===== src/hw/rtl/imuocs_pkg.sv =====
// ----------------------------------------------------------------------------
// imuocs_pkg
// shared types and constants of the imu offset calibrate and scale core
// ----------------------------------------------------------------------------
package imuocs_pkg;

	localparam int AXES       = 9;
	localparam int RAW_W      = 16;
	localparam int OUT_W      = 32;
	localparam int FRAC_W     = 8;              // fraction bits of the offset
	localparam int SUM_W      = 32;             // 65536 samples of 16 bit fit
	localparam int CNT_W      = 17;             // sample count up to 65536
	localparam int CFG_W      = 16;
	localparam int DIFF_W     = RAW_W + FRAC_W + 1;
	localparam int COEF_W     = 24;
	localparam int PROD_W     = 48;
	localparam int COEF_SHIFT = 24;
	localparam int DIV_W      = SUM_W + FRAC_W; // dividend magnitude bits
	localparam int REM_W      = CNT_W;
	localparam int QUO_W      = 25;             // quotient magnitude bits kept
	localparam int STEP_W     = $clog2(DIV_W + 2);

	localparam int AXIS_ACCEL_Z = 2;

	localparam logic [CFG_W-1:0] CAL_COUNT_RESET = 16'd200;

	localparam logic signed [COEF_W-1:0] COEF_ACCEL = 24'sd2573730;
	localparam logic signed [COEF_W-1:0] COEF_GYRO  = 24'sd4575276;
	localparam logic signed [COEF_W-1:0] COEF_MAG   = 24'sd523986;
	localparam logic signed [OUT_W-1:0]  GRAVITY_Q16 = 32'sd643432;

	typedef struct packed {
		logic signed [RAW_W-1:0] accel_x;
		logic signed [RAW_W-1:0] accel_y;
		logic signed [RAW_W-1:0] accel_z;
		logic signed [RAW_W-1:0] gyro_x;
		logic signed [RAW_W-1:0] gyro_y;
		logic signed [RAW_W-1:0] gyro_z;
		logic signed [RAW_W-1:0] mag_x;
		logic signed [RAW_W-1:0] mag_y;
		logic signed [RAW_W-1:0] mag_z;
	} sample_t;

	typedef struct packed {
		logic signed [OUT_W-1:0] accel_x_ms2;
		logic signed [OUT_W-1:0] accel_y_ms2;
		logic signed [OUT_W-1:0] accel_z_ms2;
		logic signed [OUT_W-1:0] rate_x_rads;
		logic signed [OUT_W-1:0] rate_y_rads;
		logic signed [OUT_W-1:0] rate_z_rads;
		logic signed [OUT_W-1:0] field_x;
		logic signed [OUT_W-1:0] field_y;
		logic signed [OUT_W-1:0] field_z;
	} result_t;

	typedef struct packed {
		logic acc_en;
		logic div_load;
		logic div_step;
		logic div_done;
		logic pipe_en;
	} lane_ctrl_t;

	function automatic logic signed [COEF_W-1:0] axis_coef(input int axis);
		logic signed [COEF_W-1:0] c;
		if (axis < 3) begin
			c = COEF_ACCEL;
		end else if (axis < 6) begin
			c = COEF_GYRO;
		end else begin
			c = COEF_MAG;
		end
		return c;
	endfunction

endpackage


===== src/hw/rtl/imuocs_ctrl.sv =====
// ----------------------------------------------------------------------------
// imuocs_ctrl
// calibration sequencer, divide step counter and pipeline flow control
// ----------------------------------------------------------------------------
module imuocs_ctrl (
	input  logic                             clk,
	input  logic                             arst_n,
	input  logic                             cfg_we,
	input  logic [imuocs_pkg::CFG_W-1:0]     cfg_wdata,
	input  logic                             sample_valid,
	output logic                             sample_stall,
	input  logic                             result_valid,
	input  logic                             result_stall,
	output imuocs_pkg::lane_ctrl_t           lane_ctrl,
	output logic [imuocs_pkg::CNT_W-1:0]     divisor,
	output logic                             pipe_valid
);
	import imuocs_pkg::*;

	localparam logic [1:0] ST_CALIB  = 2'd0;
	localparam logic [1:0] ST_DIVIDE = 2'd1;
	localparam logic [1:0] ST_RUN    = 2'd2;

	localparam logic [STEP_W-1:0] STEP_LAST = STEP_W'(DIV_W);
	localparam logic [STEP_W-1:0] STEP_DONE = STEP_W'(DIV_W + 1);

	logic [1:0]        state_q;
	logic [CFG_W-1:0]  cal_count_q;
	logic [CNT_W-1:0]  cnt_q;
	logic [STEP_W-1:0] step_q;
	logic              v_s1_q;
	logic              v_s2_q;
	logic              pipe_en;
	logic              fire;
	logic [CNT_W-1:0]  cnt_next;
	logic              cal_done;

	always_comb begin
		pipe_en  = !result_valid || !result_stall;
		unique case (state_q)
			ST_CALIB:  sample_stall = 1'b0;
			ST_RUN:    sample_stall = !pipe_en;
			default:   sample_stall = 1'b1;
		endcase
		fire     = sample_valid && !sample_stall;
		cnt_next = cnt_q + 1'b1;
		cal_done = (cnt_next > {1'b0, cal_count_q});

		lane_ctrl.acc_en   = fire && (state_q == ST_CALIB);
		lane_ctrl.div_load = (state_q == ST_DIVIDE) && (step_q == '0);
		lane_ctrl.div_step = (state_q == ST_DIVIDE) && (step_q != '0) && (step_q <= STEP_LAST);
		lane_ctrl.div_done = (state_q == ST_DIVIDE) && (step_q == STEP_DONE);
		lane_ctrl.pipe_en  = pipe_en;
		divisor            = cnt_q;
		pipe_valid         = v_s2_q;
	end

	always_ff @(posedge clk or negedge arst_n) begin
		if (!arst_n) begin
			cal_count_q <= CAL_COUNT_RESET;
		end else if (cfg_we) begin
			cal_count_q <= cfg_wdata;
		end
	end

	always_ff @(posedge clk or negedge arst_n) begin
		if (!arst_n) begin
			state_q <= ST_CALIB;
			cnt_q   <= '0;
			step_q  <= '0;
		end else begin
			unique case (state_q)
				ST_CALIB: begin
					if (fire) begin
						cnt_q <= cnt_next;
						if (cal_done) begin
							state_q <= ST_DIVIDE;
							step_q  <= '0;
						end
					end
				end
				ST_DIVIDE: begin
					if (step_q == STEP_DONE) begin
						state_q <= ST_RUN;
					end else begin
						step_q <= step_q + 1'b1;
					end
				end
				ST_RUN: begin
				end
				default: begin
					state_q <= ST_CALIB;
				end
			endcase
		end
	end

	always_ff @(posedge clk or negedge arst_n) begin
		if (!arst_n) begin
			v_s1_q <= 1'b0;
			v_s2_q <= 1'b0;
		end else if (pipe_en) begin
			v_s1_q <= fire && (state_q == ST_RUN);
			v_s2_q <= v_s1_q;
		end
	end

	a_run_sticky: assert property (@(posedge clk) disable iff (!arst_n)
		(state_q == ST_RUN) |=> (state_q == ST_RUN))
		else $error("left run state after calibration");

	a_step_only_divide: assert property (@(posedge clk) disable iff (!arst_n)
		(step_q != '0) |-> (state_q == ST_DIVIDE || state_q == ST_RUN))
		else $error("divide step counter moved outside divide");

	a_pipe_only_run: assert property (@(posedge clk) disable iff (!arst_n)
		(v_s1_q || v_s2_q) |-> (state_q == ST_RUN))
		else $error("beat in scaling pipeline before calibration ended");

	a_divisor_nonzero: assert property (@(posedge clk) disable iff (!arst_n)
		(state_q == ST_DIVIDE) |-> (cnt_q != '0))
		else $error("mean divider started with zero sample count");

endmodule


===== config.mk =====
export PLATFORM = sky130hd
export DESIGN_NAME = imuocs_ctrl
export DESIGN_NICKNAME = d
export VERILOG_FILES = /design/src/hw/rtl/imuocs_pkg.sv /design/src/hw/rtl/imuocs_ctrl.sv
export SDC_FILE = /design/constraint.sdc
export NUM_CORES = 1
export LEC_CHECK = 0
export ABC_AREA = 1
export BUFFER_PORTS_ARGS = -buffer_cell sky130_fd_sc_hd__buf_2
export CAP_MARGIN = 20
export CORE_MARGIN = 10
export CORE_UTILIZATION = 56
export CTS_BUF_LIST = sky130_fd_sc_hd__clkbuf_2 sky130_fd_sc_hd__clkbuf_4 sky130_fd_sc_hd__clkbuf_8
export DETAILED_ROUTE_END_ITERATION = 10
export PLACE_DENSITY = 0.78
export RECOVER_POWER = 25
export SYNTH_ARGS = -nofsm -noshare
export SYNTH_HDL_FRONTEND = slang
export SYNTH_SLANG_ARGS = --single-unit
export TNS_END_PERCENT = 1

===== constraint.sdc =====
create_clock -name clk -period 5.75 [get_ports clk]
set_clock_uncertainty 0.15 [all_clocks]
set_input_delay 1.15 -clock clk [delete_from_list [all_inputs] [get_ports clk]]
set_output_delay 1.15 -clock clk [all_outputs]
set_load 0.03 [all_outputs]

Yosys cells after proc, flatten, opt, wreduce, memory -nomap -nowiden
Index checks and enable logic that the tools add are counted.
Storage, ports and cells
  bits in registers: 43
  word-level logic and storage cells: 46
Operators by class
  $add $sub $neg: 2
  magnitude comparators: 2
  eq/ne operators: 7
  multiplexer cells: 9
  bitwise gates (word level): 1
  reduce and logical (&&, ||, !) cells: 19
Operator list (count)
  $mux 6: 3
  $add 17x1->17 const B: 1
  $gt 17x16->1: 1
  $pmux 6 s2: 1
  $reduce_and 4->1: 2
  $logic_and 1x1->1: 7
  $add 6x1->6 const B: 1
  $eq 6x6->1 const B: 1
  $le 6x6->1 const B: 1
  $logic_not 6->1: 1
  $mux 2: 3
  $ne 2x2->1 const B: 3
  $pmux 2 s3: 1
  $reduce_bool 6->1: 1
  $logic_not 1->1: 4
  $eq 2x1->1 const B: 1
  $eq 2x2->1 const B: 1
  $logic_not 2->1: 1
  $ne 2x1->1 const B: 1
  $pmux 1 s2: 1
  $reduce_and 2->1: 1
  $reduce_bool 2->1: 1
  $logic_or 1x1->1: 1
  $not 1->1: 1

Logic depth before layout (Yosys ltp)
  word-level depth: 8
  gate-level depth with buffers: 22

Least setup slack after synthesis
Ideal clock, no wire load.
  path type: input to output
  from: input port result_stall
  to: output port sample_stall
  arrival: 1.937 ns
  slack: 2.513 ns
  cell stages on the path: 2
  path through: nand2_1 -> o21ai_0
Between the ends
  longest elaborated chain between the ends: 4
Ends and longest elaborated chain
  start: declaration: RTL line imuocs_ctrl.sv:13  | input logic result_stall,
  $logic_not 1->1: RTL line imuocs_ctrl.sv:39  | pipe_en = !result_valid || !result_stall;
  $logic_or 1x1->1: RTL line imuocs_ctrl.sv:39
  $logic_not 1->1: RTL line imuocs_ctrl.sv:42  | ST_RUN: sample_stall = !pipe_en;
  $pmux 1 s2: RTL line imuocs_ctrl.sv:40  | unique case (state_q)
  end: declaration: RTL line imuocs_ctrl.sv:11  | output logic sample_stall,
Every way passes these cells.

==> results.md <==
* Status: finished, violations left
* Violated checks: max-capacitance violations, max-slew violations
* Compound-Gate Fraction of Synth Area at 10.1%
* Clock sink count at 43
* Cell taking the most area after synthesis: dfrtp_1
* Final hold slack at 0.347 ns
* Final setup fails at 0
* Starting density of the core at 58.4%
* Overflow after GRT at 0
* CP startpoint kind: primary input
* Avg Vias per Cell at roughly 5.1
* FP Rows at 24
* Syn-to-layout area delta at 14.8%
* Share of layout cells above drive strength 1 at about 18%
* Crit-path max FO at 27
* WL/cell at about 13 um
* Die height at about 88 um
* Slew @ Worst Pin at ~2.2 ns
* Vias in the first global route at approximately 2100
* Synth cell types at 26
* Largest net degree at the start of global routing at 44
* DRC at 0
* Post-route cell area at about 3000 um2
* Post-Syn Nets at 373
* Post-CTS Resized at 0
* Simple-Gate Fraction of Synth Area at about a quarter
* Area contributors post-synth: dfrtp_1 (39%), nand2_1 (12%), ha_1 (9.7%)
* Adder-cell share of the synthesized area at under 10%
* Prevailing post-synth register cell: dfrtp_1
* Post-detailed-routing wire length at ~5500 um
* Setup repair after global routing missed its margin: no
* RR Endpoint: step_q[5]
* Final cycle utilization of the critical path at 65.4%
* Final slew viol count at 44
* Initial antenna violation count at 0
* Ant diodes at 0
* R2R Path Start: divisor[0]
* Sum Neg Setup Slack at 0 ns
* Pleak at approximately 1.6 nW
* TritonCTS buffer count at 5
* Fraction of registers with async set/reset at 100%
* Sequential share of the synthesized area at a little over two fifths
* Routed Antenna Nets at 0
* Post-Synthesis Cells at between 300 and 400
* Fin crit period at roughly 3.8 ns
* Reg clk slew, reported paths at 0.08 ns
* Commonest cells in the netlist: nand2_1 (85), inv_1 (59), dfrtp_1 (40)
* Power Total at about 680 uW
* Max-Cap Viols at 1
* R2R depth at 19
* Fmax at around 270 MHz
* Skew-Pair Late Insertion Delay at around 0.30 ns
* Detailed placement HPWL at between 4000 and 5000 um
* Synth Cell Area at about 2600 um2
* Number of synthesized register bits at 43
* Crit path capture: lane_ctrl[4]
* Yosys top cell area share at a little under 40%
* Filler cell count at between 300 and 400
* CP arrival at approximately 2.5 ns
* Critical Path Start: sample_valid
* Drt initial violations at between 100 and 150
* DRT Pass-1 Iters at 4
* I/O pin count at 46
* Relative slew margins at -48.6%
* Worst hold path class: reg2reg
* Mux contribution to synthesized area at less than 1%
* Ys Warns at 0
* Worst slack at placement at about 2.6 ns
* Cell Pwr Density at between 200 and 250 nW/um2
* NumNets Final at 420
* Area post-placement at ~2900 um2
* Final hold vios at 0
* # hold bufs at CTS at 0
* Most used standard cell by instance count after synthesis: nand2_1
* Tot GR Track Use at about 15%
* Required time worst endpoint at ~4.5 ns
* Final setup margin at 1.99 ns
* Setup Buffers After CTS at 0
* Vias at 2185
* First-pass GRT wire length at between 9000 and 10000 um
* RD Place Congestion at around 0.86
* CP Class: in2out
* Die Width at about 88 um
* Die ar. at slightly below 8000 um2
* Peak VDD IR at 0.186 mV
* Largest family of logic cells by synthesized area: simple AND/OR/NAND/NOR gates
* Flop2flop setup slack at between 2 and 3 ns
* Clock Path Buffers at 2
* CP endpoint kind: primary output
* Core Region at 4410 um2
* CTS tree: built
* Post-synth EDFFs at 0
* Port Buffers at between 40 and 50
* Root Buffer: clkbuf_8
* H-tree Lvls at 2
* Area share of xor/xnor cells in the synthesized design at approximately 3.7%
* Avg Inst Size Synth at roughly 8 um2
-- power breakdown --
group          leakage (nW)  internal [mW]  switching, mW
clock network        0.0612          0.141          0.105
registers             0.508          0.320        0.00937
logic                  1.06         0.0352         0.0665
total                  1.63          0.496          0.180
-- area by class of cell --
class                      instances  area [um2]  share of cell area [%]
inverter                          59         221                    7.48
timing repair buffer              46         226                    7.65
tap                               52        65.1                    2.20
multi-input combinational        223        1250                    42.2
clock inverter                     2        35.0                    1.18
sequential                        43        1080                    36.5
clock buffer                       6        82.6                    2.79
-- layer usage --
layer  share of wire, %  wire [um]  global-route usage [%]  vias to the layer above
met5                  0          0                       0                        -
met4                1.1         58                    3.91                        0
met3                6.0        329                    4.92                        6
met2                 47       2560                    24.3                       40
met1                 46       2520                    18.0                     1002
li1                   -          -                       -                     1137
-- layout by cell type (no fill, tap or decap), drive strengths merged --
master	instances
nand3	16
clkinv	1
nand4	6
dfrtp	40
nor4	2
mux2	2
dfstp	3
buf	43
clkbuf	9
a21oi	10
nor3	7
nor2	20
o21a	1
xor2	11
nand2	88
inv	59
ha	20
o21ai	37
o21bai	2
or2	1
bufinv	1
-- per-stage QoR --
stage                     util, %  cells
after detailed placement     64.6    423
after CTS                    67.2    431
after global routing         67.1    431
after floorplan                 -    331
after global placement       64.6    423
final                        67.1    431
-- worst min-delay path by stage --
stage / start / to / depth (start not counted) / slack, ns
after floorplan: v_s1_q / v_s1_q / 1 / 0.31
after global placement: v_s1_q / v_s1_q / 1 / 0.32
after detailed placement: v_s1_q / v_s1_q / 1 / 0.34
after CTS: v_s1_q / v_s1_q / 1 / 0.35
after global routing: cal_count_q[7] / cal_count_q[7] / 2 / 0.37
final: v_s1_q / v_s1_q / 1 / 0.35
-- flip-flops by register name (all words and copies together), names as in the netlist --
name,cells
cal_count_q,16
pipe_valid,1
v_s1_q,1
step_q,6
state_q,2
divisor,17
-- logic make-up after synthesis --
kind of cell | count (synthesis)
compound gates | 50
xor+xnor | 11
fa+ha+maj | 20
buf+inv | 65
flops | 43
mux | 2
simple gates | 140
-- critical path, stage by stage --
cell and delay [ns]:
buf_2 0.08, inv_1 0.04, nor2_2 0.08, clkbuf_1 0.75, buf_2 0.35
No activity file was read; power rests on OpenSTA's default activity.
