[src/hw/rtl/imuocs_pkg.sv]
// ----------------------------------------------------------------------------
// imuocs_pkg
// shared types and constants of the imu offset calibrate and scale core
// ----------------------------------------------------------------------------
package imuocs_pkg;

	localparam int AXES       = 9;
	localparam int RAW_W      = 16;
	localparam int OUT_W      = 32;
	localparam int FRAC_W     = 8;              // fraction bits of the offset
	localparam int SUM_W      = 32;             // 65536 samples of 16 bit fit
	localparam int CNT_W      = 17;             // sample count up to 65536
	localparam int CFG_W      = 16;
	localparam int DIFF_W     = RAW_W + FRAC_W + 1;
	localparam int COEF_W     = 24;
	localparam int PROD_W     = 48;
	localparam int COEF_SHIFT = 24;
	localparam int DIV_W      = SUM_W + FRAC_W; // dividend magnitude bits
	localparam int REM_W      = CNT_W;
	localparam int QUO_W      = 25;             // quotient magnitude bits kept
	localparam int STEP_W     = $clog2(DIV_W + 2);

	localparam int AXIS_ACCEL_Z = 2;

	localparam logic [CFG_W-1:0] CAL_COUNT_RESET = 16'd200;

	localparam logic signed [COEF_W-1:0] COEF_ACCEL = 24'sd2573730;
	localparam logic signed [COEF_W-1:0] COEF_GYRO  = 24'sd4575276;
	localparam logic signed [COEF_W-1:0] COEF_MAG   = 24'sd523986;
	localparam logic signed [OUT_W-1:0]  GRAVITY_Q16 = 32'sd643432;

	typedef struct packed {
		logic signed [RAW_W-1:0] accel_x;
		logic signed [RAW_W-1:0] accel_y;
		logic signed [RAW_W-1:0] accel_z;
		logic signed [RAW_W-1:0] gyro_x;
		logic signed [RAW_W-1:0] gyro_y;
		logic signed [RAW_W-1:0] gyro_z;
		logic signed [RAW_W-1:0] mag_x;
		logic signed [RAW_W-1:0] mag_y;
		logic signed [RAW_W-1:0] mag_z;
	} sample_t;

	typedef struct packed {
		logic signed [OUT_W-1:0] accel_x_ms2;
		logic signed [OUT_W-1:0] accel_y_ms2;
		logic signed [OUT_W-1:0] accel_z_ms2;
		logic signed [OUT_W-1:0] rate_x_rads;
		logic signed [OUT_W-1:0] rate_y_rads;
		logic signed [OUT_W-1:0] rate_z_rads;
		logic signed [OUT_W-1:0] field_x;
		logic signed [OUT_W-1:0] field_y;
		logic signed [OUT_W-1:0] field_z;
	} result_t;

	typedef struct packed {
		logic acc_en;
		logic div_load;
		logic div_step;
		logic div_done;
		logic pipe_en;
	} lane_ctrl_t;

	function automatic logic signed [COEF_W-1:0] axis_coef(input int axis);
		logic signed [COEF_W-1:0] c;
		if (axis < 3) begin
			c = COEF_ACCEL;
		end else if (axis < 6) begin
			c = COEF_GYRO;
		end else begin
			c = COEF_MAG;
		end
		return c;
	endfunction

endpackage

[src/hw/rtl/imuocs_lane.sv]
// ----------------------------------------------------------------------------
// imuocs_lane
// one axis: calibration sum, serial mean divider, offset removal and scaling
// ----------------------------------------------------------------------------
module imuocs_lane (
	input  logic                                  clk,
	input  logic                                  arst_n,
	input  imuocs_pkg::lane_ctrl_t                ctrl,
	input  logic signed [imuocs_pkg::RAW_W-1:0]   raw,
	input  logic signed [imuocs_pkg::COEF_W-1:0]  coef,
	input  logic [imuocs_pkg::CNT_W-1:0]          divisor,
	output logic signed [imuocs_pkg::OUT_W-1:0]   res
);
	import imuocs_pkg::*;

	localparam logic signed [PROD_W-1:0] HALF_LSB = PROD_W'(1) << (COEF_SHIFT - 1);

	logic signed [SUM_W-1:0]  acc_q;     // running sum, then offset in q.8
	logic [DIV_W-1:0]         work_q;    // dividend shifting out, quotient in
	logic [REM_W-1:0]         rem_q;
	logic                     neg_q;
	logic [SUM_W-1:0]         acc_bits;
	logic [SUM_W-1:0]         sum_mag;
	logic [REM_W:0]           trial;
	logic [REM_W:0]           trial_sub;
	logic                     fits;
	logic [QUO_W-1:0]         quo_mag;
	logic [QUO_W-1:0]         quo_signed;
	logic signed [DIFF_W-1:0] raw_q8;
	logic signed [DIFF_W-1:0] diff_d;
	logic signed [DIFF_W-1:0] d_s1;
	logic signed [PROD_W:0]   prod;
	logic signed [PROD_W-1:0] p_s2;
	logic signed [PROD_W-1:0] p_round;

	always_comb begin
		acc_bits   = acc_q;
		sum_mag    = acc_bits[SUM_W-1] ? (~acc_bits + 1'b1) : acc_bits;
		trial      = {rem_q, work_q[DIV_W-1]};
		fits       = (trial >= {1'b0, divisor});
		trial_sub  = trial - {1'b0, divisor};
		quo_mag    = work_q[QUO_W-1:0];
		quo_signed = neg_q ? (~quo_mag + 1'b1) : quo_mag;
		raw_q8     = {raw[RAW_W-1], raw, {FRAC_W{1'b0}}};
		diff_d     = raw_q8 - acc_q[DIFF_W-1:0];
		prod       = d_s1 * coef;
		p_round    = p_s2 + HALF_LSB;
		res        = {{(OUT_W - (PROD_W - COEF_SHIFT)){p_round[PROD_W-1]}},
			p_round[PROD_W-1:COEF_SHIFT]};
	end

	always_ff @(posedge clk or negedge arst_n) begin
		if (!arst_n) begin
			acc_q <= '0;
		end else if (ctrl.acc_en) begin
			acc_q <= acc_q + {{(SUM_W - RAW_W){raw[RAW_W-1]}}, raw};
		end else if (ctrl.div_done) begin
			acc_q <= {{(SUM_W - QUO_W){quo_signed[QUO_W-1]}}, quo_signed};
		end
	end

	// restoring division, one quotient bit a cycle
	always_ff @(posedge clk) begin
		if (ctrl.div_load) begin
			work_q <= {sum_mag, {FRAC_W{1'b0}}};
			rem_q  <= '0;
			neg_q  <= acc_bits[SUM_W-1];
		end else if (ctrl.div_step) begin
			work_q <= {work_q[DIV_W-2:0], fits};
			rem_q  <= fits ? trial_sub[REM_W-1:0] : trial[REM_W-1:0];
		end
	end

	always_ff @(posedge clk) begin
		if (ctrl.pipe_en) begin
			d_s1 <= diff_d;
			p_s2 <= prod[PROD_W-1:0];
		end
	end

endmodule

[config.mk]
export PLATFORM = sky130hd
export DESIGN_NAME = imuocs_lane
export DESIGN_NICKNAME = d
export VERILOG_FILES = /design/src/hw/rtl/imuocs_pkg.sv /design/src/hw/rtl/imuocs_lane.sv
export SDC_FILE = /design/constraint.sdc
export NUM_CORES = 2
export LEC_CHECK = 0
export BUFFER_PORTS_ARGS = -buffer_cell sky130_fd_sc_hd__buf_2
export CORE_MARGIN = 1.5
export CORE_UTILIZATION = 60
export DETAILED_ROUTE_END_ITERATION = 8
export PLACE_DENSITY = 0.84
export SLEW_MARGIN = 15
export SYNTH_ARGS = -nofsm -noshare
export SYNTH_HDL_FRONTEND = slang
export SYNTH_SLANG_ARGS = --single-unit
[constraint.sdc]
create_clock -name clk -period 8.4 [get_ports clk]
set_clock_uncertainty 0.05 [all_clocks]
set_input_delay 0.84 -clock clk [delete_from_list [all_inputs] [get_ports clk]]
set_output_delay 0.84 -clock clk [all_outputs]
set_load 0.01 [all_outputs]
## After elaboration in Yosys (flattened, before gate mapping)

Cells that the tools add are included.
W data, S select, Z words.

| operators by class | value |
|---|---|
| $add $sub $neg | 6 |
| multiply operators | 1 |
| $lt $le $gt $ge | 1 |
| multiplexer cells | 7 |
| bitwise logic cells | 2 |
| reduce and logical (&&, ||, !) cells | 2 |

Operators with widths:

| kind | number |
|---|---|
| $mux W32 | 3 |
| $mux W40 | 2 |
| $add A48 B25 Y48 const B | 1 |
| $mul A25 B24 Y48 | 1 |
| $add A32 B1 Y32 const B | 1 |
| $add A32 B32 Y32 | 1 |
| $not A32 Y32 | 1 |
| $add A25 B1 Y25 const B | 1 |
| $mux W25 | 1 |
| $not A25 Y25 | 1 |
| $sub A25 B25 Y25 | 1 |
| $ge A18 B17 Y1 | 1 |
| $mux W17 | 1 |
| $sub A17 B17 Y17 | 1 |
| $reduce_bool A2 Y1 | 2 |

| word-level totals | value |
|---|---|
| flip-flop bits (word level) | 163 |
| input bits | 64 |
| output and inout port bits | 32 |
| word-level logic and storage cells | 26 |

## Longest topological paths before layout

| logic depth | value |
|---|---|
| depth in word-level cells | 5 |
| mapped depth | 26 |
| gate-level depth less buffers | 25 |

## Worst setup path after synthesis

Ideal clock, no wire load.

| timing | value |
|---|---|
| path kind | input -> register |
| from | input port coef[3] (netlist name) |
| to | register p_s2[45] (data pin) |
| arrival time | 7.133 ns |
| slack | 0.955 ns |
| stages on the path | 24 |
| path through | clkbuf_1 > clkbuf_1 > nand2_1 > fa_1 > inv_1 > fa_1 > inv_1 > fa_1 > fa_1 > inv_1 > fa_1 > fa_1 > inv_1 > fa_1 > inv_1 > ha_1 > nand4_1 > or4_1 > o21ai_1 > o21ai_0 > a21o_1 > o21ai_0 > o31ai_1 > xnor2_1 |

| between the ends | value |
|---|---|
| cells in the longest elaborated chain, start to end | 1 |

Ends and longest elaborated chain:

| element | RTL line | source |
|---|---|---|
| from (decl) | imuocs_lane.sv:10 | `input logic signed [imuocs_pkg::COEF_W-1:0] coef,` |
| $mul A25 B24 Y48 | imuocs_lane.sv:46 | `prod = d_s1 * coef;` |
| net prod[45] | imuocs_lane.sv:32 | `logic signed [PROD_W:0] prod;` |
| to (signal assigned) | imuocs_lane.sv:77 | `p_s2 <= prod[PROD_W-1:0];` |
| to (decl) | imuocs_lane.sv:33 | `logic signed [PROD_W-1:0] p_s2;` |

The timed path passes the listed nets, and every way through them passes these cells.
A chain may end at the register's enable or synchronous reset.

## Worst setup path in the final report

| timing | value |
|---|---|
| from | register d_s1[12] |
| to | register p_s2[45] (data pin) |

| between the ends | value |
|---|---|
| cells in the longest elaborated chain, start to end | 1 |

Ends and longest elaborated chain:

| element | RTL line | source |
|---|---|---|
| from (decl) | imuocs_lane.sv:31 | `logic signed [DIFF_W-1:0] d_s1;` |
| from (signal assigned) | imuocs_lane.sv:76 | `d_s1 <= diff_d;` |
| $mul A25 B24 Y48 | imuocs_lane.sv:46 |  |
| net prod[45] | imuocs_lane.sv:32 |  |

The timed path passes the listed nets, and every way through them passes these cells.

==> flow_metrics.py <==
metrics = {
    "clock_tree": {
        "htree_levels": 4,
        "clockBufferDepth": 2,
        "cts_tree": "done",
        "insertion_delay_ps": 440,
        "post_cts_resized": 0,
        "holdBufCountCts": 0,
        "clk_transition_reported_paths_ps": 60,
        "post_cts_buffers": 0,
        "cts-root-buf": "clkbuf_16",
        "cts_buffers": 17,
        "cts_sinks": 140,
    },
    "cells_and_area": {
        "diodes": 0,
        "area_delta_synth_final_pct": 5.318,
        "layout-drive-gt1-share_pct": 5.846,
        "nets": 4223,
    },
    "floorplan": {
        "initial_core_util_pct": 61.10,
        "fp.dieW_um": 229.7,
        "ios": 96,
        "dieArea_um2": 52770,
        "die_y_um": 229.7,
        "rows": 82,
        "coreArea_um2": 50480,
    },
    "global_routing": {
        "grt_pass1_wl_um": 126900,
        "grt_remaining_overflow": 0,
        "antenna_found_initial": 0,
        "grt.total_usage_pct": 30.50,
        "grt_max_degree": 84,
        "grt_pass1_vias": 24280,
    },
    "synth": {
        "ys_ff_latch": 140,
        "synth_top_cell_area_share_pct": 40.37,
        "synth_area_per_cell_um2": 9.237,
        "ys.flop_type": "edfxtp_1",
        "syn_inst": 3339,
        "yosys_warnings": 0,
        "synth_nets": 4222,
        "ys_seq_area_share_pct": 12.30,
        "synthArstFlopShare_pct": 22.86,
        "synth_top_area_cell": "fa_1",
        "synth_edf_count": 83,
        "ys_types": 72,
        "netlist_top_cells_area": "fa_1 40%, edfxtp_1 8.1%, inv_1 8.0%",
        "syn-cell-area_um2": 30840,
    },
    "critical_path": {
        "crit_fanout": 24,
        "reg2reg_from": "d_s1[12]$_DFFE_PP_",
        "cp-start-kind": "register",
        "crit_chain": "nand2_1 > fa_1 > fa_1 > fa_1 > inv_1 > fa_1 > inv_1 > fa_1 > inv_1 > fa_1 > inv_1 > fa_1 > inv_1 > ha_1 > a2111oi_0 > o21ai_0 > a21oi_1 > o21ai_1 > buf_4 > o21ai_0 > a21o_1 > o21ai_0 > o31ai_1 > xnor2_1",
        "worstRegToRegCells": 24,
        "crit_top_cell": "fa_1",
        "critical_path_class": "reg2reg",
        "crit_path_start": "d_s1[12]$_DFFE_PP_",
        "crit_path_max_incr_delay_ps": 1060,
        "r2r_slack_ps": 480,
        "regToRegEndpoint": "p_s2[45]$_DFFE_PP_",
        "cpMaxStageDelayCell": "edfxtp_1",
        "crit_required_ps": 8520,
        "worstPathArrival_ps": 8050,
        "worstSetupEndpointType": "register",
        "cp-endpoint": "p_s2[45]$_DFFE_PP_",
    },
    "sta": {
        "min_period_ps": 7923,
        "setup_viol": 0,
        "slew_headroom_pct": 23.29,
        "period_share_pct": 94.32,
        "timing.setup.tns_ps": 0,
        "worstMarginPinSlew_ps": 1151,
        "finalMaxSlewViolations": 0,
        "hold_violations": 0,
        "fmax_ghz": 0.1262,
        "rsz0062_at_grt": "false",
        "layout_setup_ws_ps": 476.8,
    },
    "routing": {
        "routed_wl_um": 75200,
        "viasPerCell": 5.692,
        "firstDrtPassIters": 6,
        "route.detailed.drc": 0,
        "wl_per_cell_um": 18.68,
        "drtIter0Drc": 1734,
        "ant_nets": 0,
        "vias": 22910,
    },
    "place": {
        "routabilityCongestion": 0.9514,
        "place_hpwl_um": 62180,
        "portBuffers": 95,
        "pre_cts_ws_ps": 247.4,
    },
    "worst_hold_path": {
        "hp-class": "reg2reg",
    },
    "run": {
        "cap_violations": 0,
    },
    "run_status": {
        "run_status": "finished, final reports clean",
    },
}
[layout make-up]
cell class	count	area (um2)
Clock buffer	20	456.7
Tap cell	672	840.8
Inverter	659	2474
Sequential cell	140	3794
Clock inverter	12	160.2
Timing Repair Buffer	139	805.8
Fill cell	4000	18000
Multi-Input combinational cell	2383	23950
[registers in the layout, indices dropped and copies added, names as in the netlist]
name and flops:
acc_bits 32, neg_q 1, rem_q 17, d_s1 25, p_s2 25, work_q 40
[cells by family (layout without fill, tap and decap cells)]
kind of cell | after synthesis | after routing | synth area share (%)
flip-flops | 140 | 140 | 12.30
multiplexers | 28 | 28 | 0.9128
XOR/XNOR | 169 | 169 | 4.799
buffers and inverters | 816 | 830 | 10.04
AO/OA/AOI/OAI | 356 | 356 | 7.456
adder cells (fa/ha/maj) | 819 | 819 | 48.37
AND/OR/NAND/NOR | 1011 | 1011 | 16.13
[worst min-delay path by stage]
| stage | startpoint | end | slack [ps] | depth (start not counted) |
|---|---|---|---|---|
| 5_1_grt | rem_q[4]$_SDFFE_PP0P_ | rem_q[4]$_SDFFE_PP0P_ | 470 | 2 |
| 3_5_place_dp | rem_q[1]$_SDFFE_PP0P_ | rem_q[1]$_SDFFE_PP0P_ | 440 | 2 |
| 3_3_place_gp | rem_q[1]$_SDFFE_PP0P_ | rem_q[1]$_SDFFE_PP0P_ | 430 | 2 |
| 2_1_floorplan | acc_bits[31]$_DFFE_PN0P_ | neg_q$_DFFE_PP_ | 370 | 0 |
| 6_report | rem_q[1]$_SDFFE_PP0P_ | rem_q[1]$_SDFFE_PP0P_ | 440 | 2 |
| 4_1_cts | rem_q[1]$_SDFFE_PP0P_ | rem_q[1]$_SDFFE_PP0P_ | 440 | 2 |
[layer usage]
layer / routed length [um] / GRT usage, %
met2: 35860 / 49.72
met4: 2263 / 9.232
met5: 0 / 0
met3: 7381 / 6.684
met1: 29700 / 41.07
[critical path, delay by kind of cell (launching register included)]
kind	cells	cell delay, ps
DFF	1	1060
AOI/OAI and AO/OA	8	1900
buffers and inverters	6	450
xor gates and xnor gates	1	120
adders and majority gates	8	3900
and+or+nand+nor	1	170
[cells in the final DEF, fill, tap and decap left out, types with 8 or more instances in the layout]
cell type,synthesis,routed
or2_2,8,8
dfxtp_1,25,25
nor2b_1,31,31
nand3_1,23,23
nand4_1,16,16
nand2b_1,21,21
edfxtp_1,83,83
a22o_1,8,8
nor2_1,110,110
a211oi_1,23,23
o21ai_0,109,109
xnor2_1,104,104
o21bai_1,13,13
and2_1,279,279
nand2_1,437,437
a21oi_1,82,82
dfrtp_1,32,32
clkbuf_16,0,17
mux2i_1,27,27
and3_1,13,13
a21o_1,17,17
o21a_1,9,9
ha_1,197,197
or4_1,9,9
xor2_1,65,65
or3_1,18,18
buf_2,2,95
o211ai_1,8,8
buf_4,8,44
o41ai_1,10,10
nor3_1,23,23
inv_1,659,659
o31ai_1,23,23
fa_1,622,622
[Yosys cell counts (8+ instances only)]
library cell,number
nor2_1,110
o211ai_1,8
a22o_1,8
nand2b_1,21
buf_4,8
dfrtp_1,32
o21a_1,9
mux2i_1,27
nand3_1,23
and2_1,279
a21oi_1,82
xnor2_1,104
o21bai_1,13
or4_1,9
o41ai_1,10
or3_1,18
inv_1,659
a21o_1,17
dfxtp_1,25
nand4_1,16
fa_1,622
xor2_1,65
o21ai_0,109
a211oi_1,23
or2_2,8
ha_1,197
and3_1,13
o31ai_1,23
nor3_1,23
nand2_1,437
edfxtp_1,83
buf_1,9
clkbuf_1,137
nor2b_1,31
[through the flow]
step	hold slack (ps)	instance area, um2	utilization (%)	instances
2_1_floorplan	373.1	30840	-	3339
3_3_place_gp	433.0	31870	63.13	3993
3_5_place_dp	435.6	31870	63.13	3993
4_1_cts	444.1	32480	64.35	4025
5_1_grt	472.3	32480	64.35	4025
6_report	443.4	32480	64.35	4025
Power is not shown: default switching activity piles up to over one toggle a cycle in this logic, so the estimate is an artifact.
