===== src/hw/rtl/imuocs_pkg.sv =====
// ----------------------------------------------------------------------------
// imuocs_pkg
// shared types and constants of the imu offset calibrate and scale core
// ----------------------------------------------------------------------------
package imuocs_pkg;

	localparam int AXES       = 9;
	localparam int RAW_W      = 16;
	localparam int OUT_W      = 32;
	localparam int FRAC_W     = 8;              // fraction bits of the offset
	localparam int SUM_W      = 32;             // 65536 samples of 16 bit fit
	localparam int CNT_W      = 17;             // sample count up to 65536
	localparam int CFG_W      = 16;
	localparam int DIFF_W     = RAW_W + FRAC_W + 1;
	localparam int COEF_W     = 24;
	localparam int PROD_W     = 48;
	localparam int COEF_SHIFT = 24;
	localparam int DIV_W      = SUM_W + FRAC_W; // dividend magnitude bits
	localparam int REM_W      = CNT_W;
	localparam int QUO_W      = 25;             // quotient magnitude bits kept
	localparam int STEP_W     = $clog2(DIV_W + 2);

	localparam int AXIS_ACCEL_Z = 2;

	localparam logic [CFG_W-1:0] CAL_COUNT_RESET = 16'd200;

	localparam logic signed [COEF_W-1:0] COEF_ACCEL = 24'sd2573730;
	localparam logic signed [COEF_W-1:0] COEF_GYRO  = 24'sd4575276;
	localparam logic signed [COEF_W-1:0] COEF_MAG   = 24'sd523986;
	localparam logic signed [OUT_W-1:0]  GRAVITY_Q16 = 32'sd643432;

	typedef struct packed {
		logic signed [RAW_W-1:0] accel_x;
		logic signed [RAW_W-1:0] accel_y;
		logic signed [RAW_W-1:0] accel_z;
		logic signed [RAW_W-1:0] gyro_x;
		logic signed [RAW_W-1:0] gyro_y;
		logic signed [RAW_W-1:0] gyro_z;
		logic signed [RAW_W-1:0] mag_x;
		logic signed [RAW_W-1:0] mag_y;
		logic signed [RAW_W-1:0] mag_z;
	} sample_t;

	typedef struct packed {
		logic signed [OUT_W-1:0] accel_x_ms2;
		logic signed [OUT_W-1:0] accel_y_ms2;
		logic signed [OUT_W-1:0] accel_z_ms2;
		logic signed [OUT_W-1:0] rate_x_rads;
		logic signed [OUT_W-1:0] rate_y_rads;
		logic signed [OUT_W-1:0] rate_z_rads;
		logic signed [OUT_W-1:0] field_x;
		logic signed [OUT_W-1:0] field_y;
		logic signed [OUT_W-1:0] field_z;
	} result_t;

	typedef struct packed {
		logic acc_en;
		logic div_load;
		logic div_step;
		logic div_done;
		logic pipe_en;
	} lane_ctrl_t;

	function automatic logic signed [COEF_W-1:0] axis_coef(input int axis);
		logic signed [COEF_W-1:0] c;
		if (axis < 3) begin
			c = COEF_ACCEL;
		end else if (axis < 6) begin
			c = COEF_GYRO;
		end else begin
			c = COEF_MAG;
		end
		return c;
	endfunction

endpackage


===== src/hw/rtl/imuocs_merge.sv =====
// ----------------------------------------------------------------------------
// imuocs_merge
// gathers the nine lane results, adds gravity to accel z, output register
// ----------------------------------------------------------------------------
module imuocs_merge (
	input  logic                                 clk,
	input  logic                                 arst_n,
	input  logic                                 pipe_en,
	input  logic                                 pipe_valid,
	input  logic signed [imuocs_pkg::OUT_W-1:0]  lane_res [imuocs_pkg::AXES],
	output logic                                 result_valid,
	output imuocs_pkg::result_t                  result
);
	import imuocs_pkg::*;

	logic    valid_q;
	result_t result_q;

	always_ff @(posedge clk or negedge arst_n) begin
		if (!arst_n) begin
			valid_q <= 1'b0;
		end else if (pipe_en) begin
			valid_q <= pipe_valid;
		end
	end

	always_ff @(posedge clk) begin
		if (pipe_en) begin
			result_q.accel_x_ms2 <= lane_res[0];
			result_q.accel_y_ms2 <= lane_res[1];
			result_q.accel_z_ms2 <= lane_res[AXIS_ACCEL_Z] + GRAVITY_Q16;
			result_q.rate_x_rads <= lane_res[3];
			result_q.rate_y_rads <= lane_res[4];
			result_q.rate_z_rads <= lane_res[5];
			result_q.field_x     <= lane_res[6];
			result_q.field_y     <= lane_res[7];
			result_q.field_z     <= lane_res[8];
		end
	end

	assign result_valid = valid_q;
	assign result       = result_q;

endmodule


===== config.mk =====
export PLATFORM = sky130hd
export DESIGN_NAME = imuocs_merge
export DESIGN_NICKNAME = d
export VERILOG_FILES = /design/src/hw/rtl/imuocs_pkg.sv /design/src/hw/rtl/imuocs_merge.sv
export SDC_FILE = /design/constraint.sdc
export NUM_CORES = 1
export LEC_CHECK = 0
export ABC_AREA = 1
export BUFFER_PORTS_ARGS = -buffer_cell sky130_fd_sc_hd__buf_2
export CAP_MARGIN = 20
export CORE_AREA = 4 4 222 224
export CTS_BUF_LIST = sky130_fd_sc_hd__clkbuf_16
export DETAILED_ROUTE_END_ITERATION = 10
export DIE_AREA = 0 0 226 228
export PLACE_DENSITY_LB_ADDON = 0.05
export SYNTH_ARGS = -nofsm -noshare
export SYNTH_HDL_FRONTEND = slang
export SYNTH_SLANG_ARGS = --single-unit

===== constraint.sdc =====
create_clock -name clk -period 0.9 [get_ports clk]
set_input_delay 0.18 -clock clk [delete_from_list [all_inputs] [get_ports clk]]
set_output_delay 0.18 -clock clk [all_outputs]
set_load 0.01 [all_outputs]

* Yosys cells after proc, flatten, opt, wreduce, memory -nomap -nowiden
Index checks and enable logic that the tools add are counted.
** Cells by class
- Add/sub/neg operators :: 1
** Operator list (count)
- 32-bit by 21-bit adder with 32-bit output (second input constant) :: 1
** Storage, ports and cells
- Register bits after elaboration :: 289
- Bits of input ports :: 292
- Output and inout bits :: 289
- Logic and storage cells :: 11

* Logic depth before layout (Yosys ltp)
Gate-level depths: netlist of run 1.
- Depth in word-level cells :: 1
- Mapped depth :: 11
- Gate-level depth less buffers :: 11

* Worst setup path before layout of run 1
Ideal clock, no wire load.
- Kind :: in2reg
- Start point :: input port lane_res[195] (netlist name)
- End point :: register result_q (netlist bit result[221]), data pin
- Setup time :: 252 ps
- Data arrival time :: 963 ps
- Data required time :: 648 ps
- Slack :: -316 ps
- Stages :: 11
- Buffers on the path :: 0
- Cell sequence :: ha_1 -> inv_1 -> nand2_2 -> nand2_1 -> nand2_2 -> nand2_1 -> nand2_2 -> nand2_1 -> nand2_1 -> nand2_1 -> nand2_1
** Between the ends
- Word-level cells in the longest chain between the ends :: 1
** RTL lines
- start, declared :: RTL line imuocs_merge.sv:10 : input logic signed [imuocs_pkg::OUT_W-1:0] lane_res [imuocs_pkg::AXES],
- 32-bit by 21-bit adder with 32-bit output :: RTL line imuocs_merge.sv:31 : result_q.accel_z_ms2 <= lane_res[AXIS_ACCEL_Z] + GRAVITY_Q16;
- end, declared :: RTL line imuocs_merge.sv:17 : result_t result_q;
No other way between the ends.
A chain may end at the register's enable or synchronous reset.

* Worst setup path after layout of run 1
- Start point :: register result_q (netlist bit result[286])
- End point :: output port result[286] (netlist name)
** RTL lines
- end, declared :: RTL line imuocs_merge.sv:12 : output imuocs_pkg::result_t result
No word-level cell between the ends.

==> key figures, run 1 <==
Outcome
  – Status: finished, violations left
  – Violated checks: setup timing

GRT
  – Initial antenna violation count: 5
  – Grt ovf: 0
  – Gr usage total: 15.7%
  – Largest net degree at the start of global routing: 38
  – First-pass GRT wire length: 59400 µm
  – Number of global-route vias before repair: 8811

Timing
  – Worst slew pin tran: 0.332 ns
  – Setup ws final: -0.381 ns
  – Final-report hold violation count: 0
  – Pins Over Slew Limit: 0
  – F_max: about 780 MHz
  – Worst slew margin: approximately 78%
  – # setup viols final: 289
  – RSZ-0062 raised after global routing: true
  – Clk_skew: 0 ns
  – Final min period: 1.28 ns
  – Fin crit share: 142%

Setup path
  – Critical path type: reg -> out
  – Sum of buffers and inverters on the critical path: 1
  – Setup crit end kind: primary output
  – Worst path slowest cell: edfxtp_1
  – Crit path largest cell delay: ~0.41 ns
  – CP arrival: 1.10 ns
  – Critical Path RT: 0.72 ns
  – Crit path launch type: register
  – Critical path's top delay family: flip-flops
  – Critical Path Fanout Max: 1
  – Worst-path cell chain: buf_6

Placed design
  – Post-DP Area: 0.0144 mm²
  – Hpwl dp: 33700 µm
  – Gpl congestion: approximately 0.8
  – DP Cell Count: 1823
  – Port Buf Inserts: 580

Route
  – DRT iter0 DRCs: 246
  – WL final: 42100 µm
  – DRC: 0
  – Drt first pass iters: 4
  – DR top layer: met5
  – Routed Antenna Nets: 0
  – DR WL/cell: 19.5 µm
  – Vias per inst: 3.81
  – Met2 Routed Length: between 20000 and 25000 µm
  – DR vias: 8196
  – Met1 wire length: 15000 µm
  – Met3 wire length: 2990 µm

Power
  – Peak VDD IR: 0.959 mV
  – Power, Total: approximately 35000 µW
  – P_leak: 0.00806 µW
  – Power Dens Cells: 1890 mW/mm²

Layout
  – Final net count: roughly 1800
  – Synthesis-to-finish area growth: 86.1%
  – Fillers: 4677
  – Final Core Density: about two fifths
  – Commonest non-fill, non-tap cells in the layout: buf_2, edfxtp_1, dlygate4sd3_1
  – Finished Cell Area: 0.0184 mm²
  – Final cell count without fillers: between 2000 and 2500
  – Most common cell after layout, fill and taps aside: buf_2
  – Layout cell share with drive strength beyond 1: 49.7%

Synthesis
  – Biggest area consumer among synthesized cells: edfxtp_1
  – Yosys cell types: 29
  – Share of the synthesized area in the top cell type: 87.4%
  – Ys Warns: 0
  – Main area contributors after synthesis: edfxtp_1, nand2_1, nand3_1
  – Sequential-to-total area share from yosys stat: 87.6%
  – Syn Inst Count: approximately 550
  – Syn_area_per_cell: 17.9 µm²
  – Synthesized flop and latch total: 289
  – Syn nets: around 850
  – Post-Syn Area: 0.00990 mm²

Clock tree
  – Max clock buf depth: 3
  – CTS sink count: 289
  – CTS tree: built
  – Number of CTS-inserted buffers: 36
  – Clk pin slew, worst setup/hold paths: 0.05 ns
  – CTS Root Cell: clkbuf_16
  – Clk_lat worst skew: 0.53 ns
  – H-Tree Level Count: 2

Die
  – DIE AREA: between 0.05 and 0.06 mm²
  – Die Wd: 226 µm
  – # rows: 80
  – Initial core utilization: between 20% and 30%
  – I/O pins: 581
  – Core area: 0.0473 mm²
  – Die Ht: 228 µm

Flow run
  – Max cap viols: 0

Worst hold path
  – HP Class: in -> async
==> logic make-up (layout without fill, tap and decap cells) <==
kind of cell	Yosys count	after routing	share of synthesized area, %
buffers and inverters	47	1028	1.87
flip-flops	289	289	87.6
XOR/XNOR	14	14	1.24
adder cells (fa/ha/maj)	1	1	0.126
AND/OR/NAND/NOR	188	188	8.25
AO/OA/AOI/OAI	12	12	0.784
multiplexers	1	1	0.114
other	0	4	0
==> cell usage after synthesis (all sizes together) <==
| cell | number |
|---|---|
| inv | 44 |
| dfrtp | 1 |
| and2 | 2 |
| mux2 | 1 |
| buf | 1 |
| nand4 | 2 |
| nand3b | 1 |
| xnor2 | 1 |
| nand2 | 109 |
| clkinv | 2 |
| nor2 | 40 |
| nand3 | 31 |
| ha | 1 |
| o21ai | 3 |
| o21bai | 4 |
| edfxtp | 288 |
| a21oi | 5 |
| nor3 | 3 |
| xor2 | 13 |
==> routing by layer <==
layer	vias up	global-route usage (%)
met5	-	0
met4	2	5.74
met3	65	4.71
met2	299	29.7
met1	3906	16.2
li1	3924	-
==> per-stage QoR <==
step | setup slack (ns) | hold WS, ns | TNS (ns)
2_1_floorplan | -0.256 | -0.116 | -3.33
3_3_place_gp | -0.523 | -0.0424 | -54.48
3_5_place_dp | -0.529 | -0.0422 | -52.27
4_1_cts | -0.432 | 0.00473 | -104.52
5_1_grt | -0.433 | 0.0122 | -107.71
6_report | -0.381 | 0.0309 | -90.76
==> where the power goes <==
group	switching [µW]	internal, µW
clock network	5590	8110
logic	2370	2440
registers	267	16000
==> layout make-up <==
class / count / area, µm² / share of cell area, %
flip-flops and latches: 289 / 8670 / 47.1
clock buffers: 36 / 901 / 4.89
inverters: 46 / 191 / 1.04
well taps: 615 / 769 / 4.18
repair buffers: 923 / 6490 / 35.2
multi-input cells: 216 / 1200 / 6.50
diodes: 4 / 10.0 / 0.0543
clock inverters: 23 / 196 / 1.07
==> final timing paths <==
check / to / cells after the start / slack [ns] / start
setup / recovery: result[286] / 1 / -0.38 / result[286]
hold / removal: result_valid / 2 / 0.03 / arst_n
setup reg to reg: result_valid / 2 / 0.02 / result_valid
hold reg to reg: result_valid / 2 / 0.63 / result_valid
max in group asynchronous: result_valid / 2 / 0.79 / arst_n
min in group clk: result_valid / 2 / 0.08 / pipe_en
==> registers in the layout, summed over array words and instances, names as in the netlist <==
name / flops
result_valid: 1
result: 288
==> repair_timing <==
action / 4_1_cts / 5_1_grt
pin swaps: 0 / 3
endpoints found under the hold margin: 265 / 0
endpoints found under the setup margin: 289 / 297
hold buffers: 265 / 0
resized for setup: 38 / 46
setup buffers: 1 / 1
Power figures use the tool's default switching activity.
==> inputs of run 2 (changes only) <==
--- a/config.mk
+++ b/config.mk
@@ -12,7 +12,6 @@
 export CTS_BUF_LIST = sky130_fd_sc_hd__clkbuf_16
 export DETAILED_ROUTE_END_ITERATION = 10
 export DIE_AREA = 0 0 226 228
-export PLACE_DENSITY_LB_ADDON = 0.05
 export SYNTH_ARGS = -nofsm -noshare
 export SYNTH_HDL_FRONTEND = slang
 export SYNTH_SLANG_ARGS = --single-unit
==> constraint.sdc (replaced) <==
create_clock -name clk -period 1.4 [get_ports clk]
set_input_delay 0.28 -clock clk [delete_from_list [all_inputs] [get_ports clk]]
set_output_delay 0.28 -clock clk [all_outputs]
set_load 0.01 [all_outputs]
==> run 2 against run 1 <==
  * Final cell count down 1.2%
  * Combinational power shrank 40%
  * Non-clock buffer count shrank 28
  * Routed wire length fell by 7.2%
  * First-iteration DRC count is 45% higher
  * Sequential share of layout area grew 1.2 points
  * Largest cell class unchanged
  * Count of clock-buffer cells in the layout is 2 lower
  * The flow still finishes with violations (setup timing)
  * Largest power group unchanged
==> key figures, run 2 (synthesized netlist as in run 1, its figures left out) <==
Outcome
  – Status: finished, violations left
  – Violated checks: setup timing

Setup path
  – RR Endpoint: result_valid
  – Sum of buffers and inverters on the critical path: 1
  – RR Startpoint: result_valid
  – Critical path type: reg -> out
  – Worst-path cell chain: buf_2
  – Setup crit end kind: primary output
  – Crit path largest cell delay: roughly 0.46 ns
  – Crit path launch type: register
  – Critical Path Fanout Max: 1
  – Reg2Reg Depth: 1
  – Critical Path RT: about 1.1 ns
  – Worst path slowest cell: edfxtp_1
  – R2R setup slack: 0.66 ns
  – Critical path's top delay family: flip-flops
  – CP arrival: ~1.2 ns

Worst hold path
  – WHS Path Cells: 2
  – HP Class: in -> reg
  – Worst hold start: lane_res[196]
  – Hold Path Sink: result[196]

Clock tree
  – Clk pin slew, worst setup/hold paths: ~0.060 ns
  – Number of CTS-inserted buffers: 34
  – CTS tree: built
  – CTS sink count: 289
  – Max clock buf depth: 3
  – Post-CTS Setup Repair Bufs: 0
  – Clk_lat worst skew: 0.52 ns
  – CTS Root Cell: clkbuf_16
  – H-Tree Level Count: 2

Timing
  – Pins Over Slew Limit: 0
  – Final min period: between 1 and 1.5 ns
  – Worst slew pin tran: 0.383 ns
  – Setup ws final: -0.0545 ns
  – # setup viols final: 4
  – Fin crit share: 104%
  – Final-report hold violation count: 0
  – Worst slew margin: 74.5%
  – Clk_skew: 0 ns
  – RSZ-0062 raised after global routing: true
  – F_max: 688 MHz

Power
  – Power, Total: 22400 µW
  – Power Dens Cells: between 1000 and 1500 mW/mm²
  – Peak VDD IR: 0.723 mV
  – P_leak: 0.00787 µW

Route
  – DR WL/cell: 18.4 µm
  – Routed Antenna Nets: 0
  – WL final: 39000 µm
  – Drt first pass iters: 4
  – DRC: 0
  – DR vias: 8308
  – Vias per inst: a little under 4
  – DRT iter0 DRCs: 357

Layout
  – Final net count: 1775
  – Most common cell after layout, fill and taps aside: buf_2
  – Area of the multi-input gates: approximately 0.0010 mm²
  – Max reg flops: roughly 290
  – Sequential Area: 0.00867 mm²
  – Fillers: 4501
  – Layout cell share with drive strength beyond 1: 47.4%
  – Commonest non-fill, non-tap cells in the layout: buf_2, edfxtp_1, dlygate4sd3_1
  – Synthesis-to-finish area growth: 81.4%

Die
  – Die Ht: 228 µm
  – Initial core utilization: 20.9%
  – # rows: 80
  – Die Wd: approximately 230 µm
  – DIE AREA: 0.0515 mm²
  – I/O pins: 581
  – Core area: ~0.047 mm²

GRT
  – Initial antenna violation count: 7
  – First-pass GRT wire length: 55800 µm
  – Gr usage total: 14.4%
  – Largest net degree at the start of global routing: 58
  – Grt ovf: 0
  – Number of global-route vias before repair: 8864

Placed design
  – Gpl congestion: between 0.8 and 0.9
  – Port Buf Inserts: 580
  – Pre-CTS WS: -0.177 ns
  – Hpwl dp: 28900 µm

Flow run
  – Max cap viols: 0
[run 2: cell type report]
cell class	instances	share of cell area (%)
multi-input combinational	216	5.80
clock buffer	34	4.74
clock inverter	27	1.57
antenna	4	0.0557
tap	615	4.29
timing repair buffer	895	34.3
sequential	289	48.3
inverter	46	0.969
[run 2: power breakdown]
group / internal (µW) / switching, µW / leakage, µW
combinational: 1460 / 1440 / 0.00447
clock: 5400 / 3590 / 0.000575
sequential: 10300 / 217 / 0.00283
total: 17200 / 5250 / 0.00787
[run 2: layer usage]
layer | GRT usage [%] | routed length [µm]
met5 | 0 | 36
met4 | 5.53 | 1460
met1 | 15.8 | 14400
met2 | 25.8 | 20000
met3 | 4.55 | 3110
[run 2: worst max path at each step]
stage / from / endpoint / slack (ns) / cells after the start
floorplan: lane_res[195] / result[221] / 0.08 / 11
global placement: lane_res[195] / result[221] / -0.17 / 12
detailed placement: lane_res[195] / result[218] / -0.18 / 10
CTS: result[161] / result[161] / -0.07 / 1
global route: result[161] / result[161] / -0.11 / 1
finish: result[161] / result[161] / -0.05 / 1
[run 2: what timing repair did]
action / in CTS / in global routing
resized for setup: 26 / 19
endpoints found under the hold margin: 261 / 0
hold buffers: 261 / 0
setup endpoints to repair: 33 / 53
[run 2: through the flow]
| stage | cells | setup TNS (ns) | area (µm²) | hold WS, ns | util (%) |
|---|---|---|---|---|---|
| final | 2126 | -0.0786 | 18000 | 0.0752 | 37.9 |
| after global routing | 2126 | -1.06 | 18000 | 0.0398 | 37.9 |
| after CTS | 2122 | -0.601 | 17900 | 0.0224 | 37.8 |
| after detailed placement | 1800 | -2.23 | 14100 | 0.0677 | 29.7 |
| after global placement | 1800 | -1.93 | 14100 | 0.0657 | 29.7 |
| after floorplan | 552 | 0 | 9900 | -0.0156 | - |
==> inputs of run 3 (changes only) <==
--- a/config.mk
+++ b/config.mk
@@ -9,7 +9,6 @@
 export BUFFER_PORTS_ARGS = -buffer_cell sky130_fd_sc_hd__buf_2
 export CAP_MARGIN = 20
 export CORE_AREA = 4 4 222 224
-export CTS_BUF_LIST = sky130_fd_sc_hd__clkbuf_16
 export DETAILED_ROUTE_END_ITERATION = 10
 export DIE_AREA = 0 0 226 228
 export SYNTH_ARGS = -nofsm -noshare
==> run 3 against run 2 <==
  * The flow still finishes with violations (setup timing)
  * Clock power about the same
  * Sequential share of layout area unchanged
  * Maximum frequency up 0.15%
  * First-iteration DRC count shrank 8.4%
  * Via count down 0.24%
  * Cell area is the same
  * Worst hold slack improved by 0.0013 ns
  * Power barely moved
  * Combinational power barely moved
  * Worst setup slack improved by 0.0021 ns
  * Routed wire length about the same
==> key figures, run 3 (synthesized netlist as in run 1, its figures left out) <==
Outcome
  – Status: finished, violations left
  – Violated checks: setup timing

Route
  – WL final: 39000 µm
  – DR vias: between 8000 and 9000
  – Drt first pass iters: 5
  – DRT iter0 DRCs: between 300 and 400
  – DR WL/cell: 18.3 µm
  – Vias per inst: 3.90
  – Routed Antenna Nets: 0
  – DRC: 0

Layout
  – Fillers: 4501
  – Max reg flops: ~290
  – Finished Cell Area: 0.0180 mm²
  – Commonest non-fill, non-tap cells in the layout: buf_2, edfxtp_1, dlygate4sd3_1
  – Layout cell share with drive strength beyond 1: 47.4%
  – Synthesis-to-finish area growth: 81.4%
  – Area of the multi-input gates: 0.00104 mm²
  – Final net count: 1775
  – Sequential Area: 0.00867 mm²
  – Most common cell after layout, fill and taps aside: buf_2

Die
  – Die Ht: 228 µm
  – I/O pins: 581
  – Initial core utilization: roughly a fifth
  – # rows: 80
  – Core area: 0.0473 mm²
  – DIE AREA: between 0.05 and 0.06 mm²
  – Die Wd: 226 µm

Clock tree
  – CTS tree: built
  – Max clock buf depth: 3
  – CTS sink count: 289
  – Clk pin slew, worst setup/hold paths: 0.06 ns
  – Number of CTS-inserted buffers: 34
  – Clk_lat worst skew: 0.52 ns
  – H-Tree Level Count: 2
  – CTS Root Cell: clkbuf_16

Timing
  – RSZ-0062 raised after global routing: true
  – Pins Over Slew Limit: 0
  – Fin crit share: 104%
  – F_max: 689 MHz
  – Worst slew margin: roughly three quarters
  – Final min period: 1.45 ns
  – Clk_skew: 0 ns
  – Final-report hold violation count: 0
  – Min Hold Slack: 0.0765 ns
  – Setup ws final: -0.0524 ns
  – # setup viols final: 3
  – Worst slew pin tran: 0.386 ns

Placed design
  – Hpwl dp: 28900 µm
  – Port Buf Inserts: 580
  – Post-DP Area: 0.0141 mm²
  – Gpl congestion: 0.852

Setup path
  – Critical Path Fanout Max: 1
  – Critical path type: reg -> out
  – Critical Path RT: ~1.1 ns
  – R2R setup slack: 0.65 ns
  – Crit path largest cell delay: roughly 0.46 ns
  – Sum of buffers and inverters on the critical path: 1
  – Worst-path cell chain: buf_2
  – Setup crit end kind: primary output
  – Critical path's top delay family: flip-flops
  – CP arrival: 1.17 ns
  – Worst path slowest cell: edfxtp_1
  – Crit path launch type: register

Power
  – Peak VDD IR: around 0.72 mV
  – Power, Total: 22400 µW
  – Power Dens Cells: between 1000 and 1500 mW/mm²
  – P_leak: 0.00785 µW

GRT
  – Gr usage total: roughly 14%
  – Grt ovf: 0
  – Number of global-route vias before repair: 8864
  – Initial antenna violation count: 7
  – First-pass GRT wire length: 55800 µm
  – Largest net degree at the start of global routing: 58

Flow run
  – Max cap viols: 0

Worst hold path
  – HP Class: in -> reg
-- run 3: cell count changes in the layout (fill, tap and decap cells not counted), sizes merged --
cell	before	now
clkbuf	34	39
inv	52	47
-- run 3: through the flow --
| stage | TNS [ns] | utilization [%] | setup slack [ns] | std cells |
|---|---|---|---|---|
| 3_5_place_dp | -2.23 | 29.7 | -0.177 | 1800 |
| 6_report | -0.0580 | 37.9 | -0.0524 | 2126 |
| 3_3_place_gp | -1.93 | 29.7 | -0.165 | 1800 |
| 2_1_floorplan | 0 | - | 0.0845 | 552 |
| 5_1_grt | -1.06 | 37.9 | -0.106 | 2126 |
| 4_1_cts | -0.600 | 37.8 | -0.0682 | 2122 |
-- run 3: area by class of cell --
type	count	area share [%]
Clock inverter	22	1.46
Timing Repair Buffer	895	34.3
Clock buffer	39	4.84
Inverter	46	0.969
Sequential cell	289	48.3
Multi-Input combinational cell	216	5.80
Antenna cell	4	0.0557
Tap cell	615	4.29
-- run 3: power by group --
group	leakage [µW]	switching [µW]	internal, µW
logic	0.00447	1440	1460
clock network	0.000554	3570	5430
registers	0.00283	217	10300
total	0.00785	5230	17200
-- run 3: worst paths after layout --
kind,startpoint,endpoint,cells after the start
worst max register to register,result_valid,result_valid,1
max in group asynchronous,arst_n,result_valid,2
min in group asynchronous,arst_n,result_valid,2
worst min register to register,result_valid,result_valid,1
worst max-delay path,result[161],result[161],1
worst min-delay path,lane_res[196],result[196],2
-- run 3: what timing repair did --
| item | 4_1_cts | 5_1_grt |
|---|---|---|
| hold buffers | 261 | 0 |
| setup endpoints to repair | 33 | 53 |
| endpoints found under the hold margin | 261 | 0 |
| setup buffers | 0 | 0 |
| resized for setup | 26 | 19 |
-- run 3: per-layer routing --
layer / wire (µm) / track usage (%) / vias up
met2: 20000 / 25.8 / 362
met5: 36 / 0 / -
li1: - / - / 3859
met1: 14500 / 15.8 / 3982
met3: 3000 / 4.55 / 79
met4: 1530 / 5.53 / 6
